<file path="src/rtl/bc_pkg.sv">
// ----------------------------------------------------------------------------
// bc_pkg
// shared types and constants of the barometer compensation pipeline
// ----------------------------------------------------------------------------
`default_nettype none

package bc_pkg;

  // configuration register indexes
  typedef enum logic [7:0] {
    BC_REG_CAL_TEMP   = 8'd0,
    BC_REG_CAL_PRES_A = 8'd1,
    BC_REG_CAL_PRES_B = 8'd2,
    BC_REG_OSS        = 8'd3
  } bc_reg_t;

  localparam int BC_CFG_IDX_W  = 8;
  localparam int BC_CFG_DATA_W = 64;

  // word packing
  localparam int BC_UT_W    = 16;
  localparam int BC_UP_W    = 19;
  localparam int BC_TEMP_W  = 16;
  localparam int BC_PRES_W  = 18;
  localparam int BC_IN_W    = 40;
  localparam int BC_OUT_W   = 40;

  // divider geometry: temperature step and pressure step
  localparam int BC_DIV_T_NUM_W = 27;
  localparam int BC_DIV_T_DEN_W = 18;
  localparam int BC_DIV_P_NUM_W = 32;
  localparam int BC_DIV_P_DEN_W = 33;

  // compensation constants
  localparam int unsigned BC_B6_OFFSET   = 4000;
  localparam int unsigned BC_X3_OFFSET   = 32768;
  localparam int unsigned BC_P_FACTOR    = 50000;
  localparam int unsigned BC_P_SQ_COEF   = 3038;
  localparam int          BC_P_LIN_COEF  = -7357;
  localparam int unsigned BC_P_OFFSET    = 3791;
  localparam int unsigned BC_PRES_MAX    = 262143;

  // side data carried through the temperature divider
  typedef struct packed {
    logic signed [18:0] x1;
    logic [BC_UP_W-1:0] up;
    logic               neg;
    logic               div0_t;
  } bc_side_t_t;

  // side data carried through the pressure divider
  typedef struct packed {
    logic                        big;
    logic signed [BC_TEMP_W-1:0] temp;
    logic                        div0_t;
    logic                        div0_p;
  } bc_side_p_t;

endpackage

`default_nettype wire

</file>
<file path="src/rtl/bc_div.sv">
// ----------------------------------------------------------------------------
// bc_div
// pipelined unsigned restoring divider, one quotient bit per stage
// ----------------------------------------------------------------------------
`default_nettype none

module bc_div #(
  parameter int NUM_W  = bc_pkg::BC_DIV_T_NUM_W,
  parameter int DEN_W  = bc_pkg::BC_DIV_T_DEN_W,
  parameter int SIDE_W = $bits(bc_pkg::bc_side_t_t)
) (
  input  wire logic              clk,
  input  wire logic              rst_n,
  input  wire logic              en,
  input  wire logic              in_valid,
  input  wire logic [NUM_W-1:0]  in_num,
  input  wire logic [DEN_W-1:0]  in_den,
  input  wire logic [SIDE_W-1:0] in_side,
  output logic                   out_valid,
  output logic [NUM_W-1:0]       out_quo,
  output logic [SIDE_W-1:0]      out_side
);

  logic              vld_r  [NUM_W];
  logic [DEN_W-1:0]  rem_r  [NUM_W];
  logic [NUM_W-1:0]  num_r  [NUM_W];
  logic [NUM_W-1:0]  quo_r  [NUM_W];
  logic [DEN_W-1:0]  den_r  [NUM_W];
  logic [SIDE_W-1:0] side_r [NUM_W];

  for (genvar k = 0; k < NUM_W; k++) begin : g_stage
    logic              vld_in;
    logic [DEN_W-1:0]  rem_in;
    logic [NUM_W-1:0]  num_in;
    logic [NUM_W-1:0]  quo_in;
    logic [DEN_W-1:0]  den_in;
    logic [SIDE_W-1:0] side_in;
    logic [DEN_W:0]    trial;
    logic              fits;

    if (k == 0) begin : g_first
      assign vld_in  = in_valid;
      assign rem_in  = '0;
      assign num_in  = in_num;
      assign quo_in  = '0;
      assign den_in  = in_den;
      assign side_in = in_side;
    end else begin : g_next
      assign vld_in  = vld_r[k-1];
      assign rem_in  = rem_r[k-1];
      assign num_in  = num_r[k-1];
      assign quo_in  = quo_r[k-1];
      assign den_in  = den_r[k-1];
      assign side_in = side_r[k-1];
    end

    // shift in the next numerator bit, subtract when it fits
    assign trial = {rem_in, num_in[NUM_W-1]};
    assign fits  = (trial >= {1'b0, den_in});

    always_ff @(posedge clk) begin
      if (!rst_n) begin
        vld_r[k] <= 1'b0;
      end else if (en) begin
        vld_r[k] <= vld_in;
      end
    end

    always_ff @(posedge clk) begin
      if (en) begin
        rem_r[k]  <= fits ? DEN_W'(trial - {1'b0, den_in}) : trial[DEN_W-1:0];
        num_r[k]  <= num_in << 1;
        quo_r[k]  <= {quo_in[NUM_W-2:0], fits};
        den_r[k]  <= den_in;
        side_r[k] <= side_in;
      end
    end
  end

  assign out_valid = vld_r[NUM_W-1];
  assign out_quo   = quo_r[NUM_W-1];
  assign out_side  = side_r[NUM_W-1];

endmodule

`default_nettype wire

</file>
<file path="config.mk">
export PLATFORM = sky130hd
export DESIGN_NAME = bc_div
export DESIGN_NICKNAME = d
export VERILOG_FILES = /design/src/rtl/bc_pkg.sv /design/src/rtl/bc_div.sv
export SDC_FILE = /design/constraint.sdc
export NUM_CORES = 2
export LEC_CHECK = 0
export ABC_AREA = 1
export BUFFER_PORTS_ARGS = -buffer_cell sky130_fd_sc_hd__buf_2
export CORE_MARGIN = 2
export CORE_UTILIZATION = 40
export DETAILED_ROUTE_END_ITERATION = 6
export HOLD_SLACK_MARGIN = 0.02
export PLACE_DENSITY = 0.51
export SLEW_MARGIN = 20
export SYNTH_ARGS = -nofsm -noshare
export SYNTH_HDL_FRONTEND = slang
export SYNTH_SLANG_ARGS = --single-unit
</file>
<file path="constraint.sdc">
create_clock -name clk -period 2.23 [get_ports clk]
set_input_delay 0.223 -clock clk [delete_from_list [all_inputs] [get_ports clk]]
set_output_delay 0.223 -clock clk [all_outputs]
set_load 0.02 [all_outputs]
</file>
======== Word level (Yosys, flattened, before mapping) ========
Memory sizes are Yosys's and may differ from the RTL's.
Index checks and enable logic that the tools add are counted.
storage, ports and cells
  flip-flop bits (word level) ............. 0
  logic and storage cells ................. 146
  output and inout port bits .............. 68
  input port bits ......................... 89
  RAM bits ................................ 3510
  memories ................................ 6
memory list
  memory  words  bits a word  rd ports  clocked after Yosys merged registers in  wr ports  RTL line      source
  side_r  27     40           27        0                                        27        bc_div.sv:29  logic [SIDE_W-1:0] side_r [NUM_W];
  quo_r   27     27           27        0                                        27        bc_div.sv:27  logic [NUM_W-1:0] quo_r [NUM_W];
  num_r   27     26           26        0                                        27        bc_div.sv:26  logic [NUM_W-1:0] num_r [NUM_W];
  den_r   27     18           26        0                                        27        bc_div.sv:28  logic [DEN_W-1:0] den_r [NUM_W];
  rem_r   27     18           26        0                                        27        bc_div.sv:25  logic [DEN_W-1:0] rem_r [NUM_W];
  vld_r   27     1            27        0                                        27        bc_div.sv:24  logic vld_r [NUM_W];
cells by class
  bitwise gates (word level) .............. 27
  mux-type cells .......................... 59
  $add $sub $neg .......................... 27
  order comparisons ....................... 27
operator list
  cell                                          number
  greater-or-equal comparator 19 x 18 -> 1 bit  26
  two-way mux 18 bit                            27
  subtractor 18 bit                             26
  two-way mux 1 bit                             32
  bitwise OR 1 bit                              27
  greater-or-equal comparator 1 x 18 -> 1 bit   1
  subtractor 1 x 18 -> 18 bit                   1

======== Longest topological paths before layout ========
  word-level depth ........................ 4
  mapped depth ............................ 14
  mapped depth without buffers ............ 14

======== Worst setup path after synthesis ========
Ideal clock, no wire load.
  path kind ............................... reg2reg
  start ................................... memory rem_r[0][9] (netlist name)
  end ..................................... memory rem_r[0][26] (netlist name), data pin
  arrival time ............................ 1.675 ns
  clock period less this slack ............ 1.928 ns
  library setup time ...................... 0.253 ns
  path buffers ............................ 1
  path slack .............................. 0.302 ns
  cell stages (with the launch flop) ...... 11
  required time ........................... 1.977 ns
  path through ............................ edfxtp_1 > ha_1 > nand2_1 > inv_1 > a21oi_2 > nand2_1 > nand2_1 > nand4_4 > buf_12 > nand2_1 > o21ai_2
RTL lines
  item             RTL line
  start, declared  bc_div.sv:25

==> run metrics <==
status=completed; Worst-path clk slew=0.06 ns; die height=553.5 um; Synth Flop Type=edfxtp_1; Buf/Inv on CP=3; hold crit path type=in -> reg; Tcrit/Tclk final=99.54%; critical path arrival=2.84 ns; Mapped Area=0.1208 sq mm; slew at the pin closest to its max-slew limit=0.4883 ns; final net count=12734; Synth Area per Inst=11.89 sq um; crit path launch type=flop; HPWL Detailed=211.3 mm; LEAKAGE=64.92 nW; WP data required=2.85 ns; first-pass GRT wire length=442.1 mm; Syn Nets=10738; worst-path cell chain=ha_4 > nand4_1 > nor2_4 > nand3b_1 > nand4_4 > buf_6 > buf_12 > buf_6 > o21ai_2; CTS sink cnt=2772; Crit path top cell by count=buf_6; number of global-route vias before repair=75904; worst-skew pair later-pin latency=0.91 ns; initial antenna violation count=7; Synth cell types=36; delay-heaviest family, CP=simple AND/OR/NAND/NOR gates; via count=77605; antenna-violating nets left=0; ys async rst share=0%; Max VDD drop=700.5 uV; Core Box Area=0.3000 sq mm; # H-tree levels=5; critical path class=reg -> reg; Max Fanout on Critical Path=5; initial DRC count=5289; vias per std cell=4.746; Fmax=450.5 MHz; pin count of the biggest net entering global routing=85; global route overflow=0; YS warnings=0; Max Slew Vio Count=0; CP max stage delay=0.47 ns; total track usage=18.46%; critical path capture point type=flop; Root Driver=clkbuf_16; Synth Register Bits=2772; I/O Pins=157; Port Buf Inserts=156; layout cell share with drive strength beyond 1=27.82%; PD cells=1288 mW/mm^2; Clock Skew=0.08731 ns; row cnt=201; CTS tree=yes; die width=553.5 um; Min Hold Slack=0.1025 ns; post-synthesis sequential area ratio=68.92%; cts bufs inserted=306; RSZ-0062 raised after global routing=true; Setup TNS Final=0 ns; clk buf depth=4; drt wl/cell=18.01 um; Initial Util=40.25%; first drt pass iteration count=5; placer's final routability congestion estimate=0.8954; Max Cap Viol=0; post-layout min period=2.220 ns; area delta synth->final=29.40%; final hold vios=0; final setup fails=0; WL final=294.5 mm; # DRC=0; Post-Syn Instances=10154; area of the die=0.3063 sq mm; slew margin rel.=67.44%; critical path's slowest cell=edfxtp_1; EDFF count, synth=2771
[sequential cells by signal, indices dropped and copies added, names as in the netlist]
| signal | cells |
|---|---|
| side_r | 1080 |
| den_r | 468 |
| rem_r | 468 |
| quo_r | 378 |
| num_r | 351 |
| vld_r | 27 |
[metrics by stage]
step	area, sq um	instances	power [mW]	setup WS, ns	utilization (%)
2_1_floorplan	120800	10154	110.0	0.3021	-
3_3_place_gp	135000	15263	137.6	-0.2551	44.99
3_5_place_dp	135000	15263	137.6	-0.1984	44.99
4_1_cts	148800	16082	191.7	-0.05625	49.59
5_1_grt	156300	16350	214.1	-0.08072	52.08
6_report	156300	16350	201.2	0.01028	52.08
[where the power goes]
part	switching [mW]	internal (mW)
registers	6.12	67.5
logic	42.9	34.9
clock network	21.0	28.8
total	70.0	131
[final cells by class]
class                   count  area [sq um]
flip-flops and latches   2772         83230
inverters                1401          5264
fillers                 26246        143800
clock buffers             367          7908
multi-input cells        5909         37980
well taps                3958          4952
diodes                      1         2.502
clock inverters           182          2071
repair buffers           1760         14850
[logic make-up (layout without fill, tap and decap cells)]
group	Yosys count	count (layout)	synth area share, %
buffers and inverters	1481	3710	4.931
AOI/OAI and AO/OA	442	442	2.351
and+or+nand+nor	4764	4772	17.06
xor gates and xnor gates	200	200	1.451
adders and majority gates	495	495	5.284
other	0	1	0
DFF	2772	2772	68.92
[repair_timing]
action | in CTS | in global routing
hold buffers | 164 | 0
gates resized for setup | 223 | 1111
setup buffers | 102 | 244
hold endpoints to repair | 559 | 0
gates cloned | 4 | 28
pin swaps | 36 | 265
setup endpoints to repair | 310 | 445
[cells in the mapped netlist, drive strengths merged (45+ instances only)]
| cell | instances | area, sq um |
|---|---|---|
| nor3 | 98 | 490.5 |
| nand4 | 69 | 611.8 |
| edfxtp | 2771 | 83210 |
| or2 | 45 | 281.5 |
| nand3b | 201 | 1509 |
| inv | 1398 | 5248 |
| nor2 | 696 | 2673 |
| a21oi | 252 | 1363 |
| o21ai | 157 | 1180 |
| ha | 470 | 5881 |
| nand2 | 2897 | 11140 |
| buf | 76 | 680.7 |
| xor2 | 191 | 1673 |
| nand3 | 723 | 3679 |
[metal layers]
metal  share of wire (%)  vias up  wire length, um  track usage [%]
li1                    -    38441                -                -
met1                  48    37378           139900            26.48
met2                  46     1352           136800            29.79
met3                 3.5      434            10350            2.095
met4                 2.5        0             7423            4.839
met5                   0        -                0                0
[layout by cell type, fill, tap and decap left out, types with 201 or more instances in the layout]
cell,netlist,layout
edfxtp_1,2771,2771
nand2_1,2817,2459
buf_4,10,1294
inv_1,1397,1251
nand3_1,711,654
nor2_1,672,583
nand2_2,67,359
clkbuf_16,0,322
ha_4,0,293
nand3b_1,201,201
[path summary, 6_finish.rpt]
kind            startpoint            end  slack, ns  depth (start not counted)
max          rem_r[0][105]  rem_r[0][114]       0.01                          9
min             in_den[12]   den_r[0][12]       0.10                          2
max reg2reg  rem_r[0][105]  rem_r[0][114]       0.01                          9
min reg2reg   num_r[1][20]   num_r[1][47]       0.37                          0
Note: power is estimated with default switching activity, not from simulation.
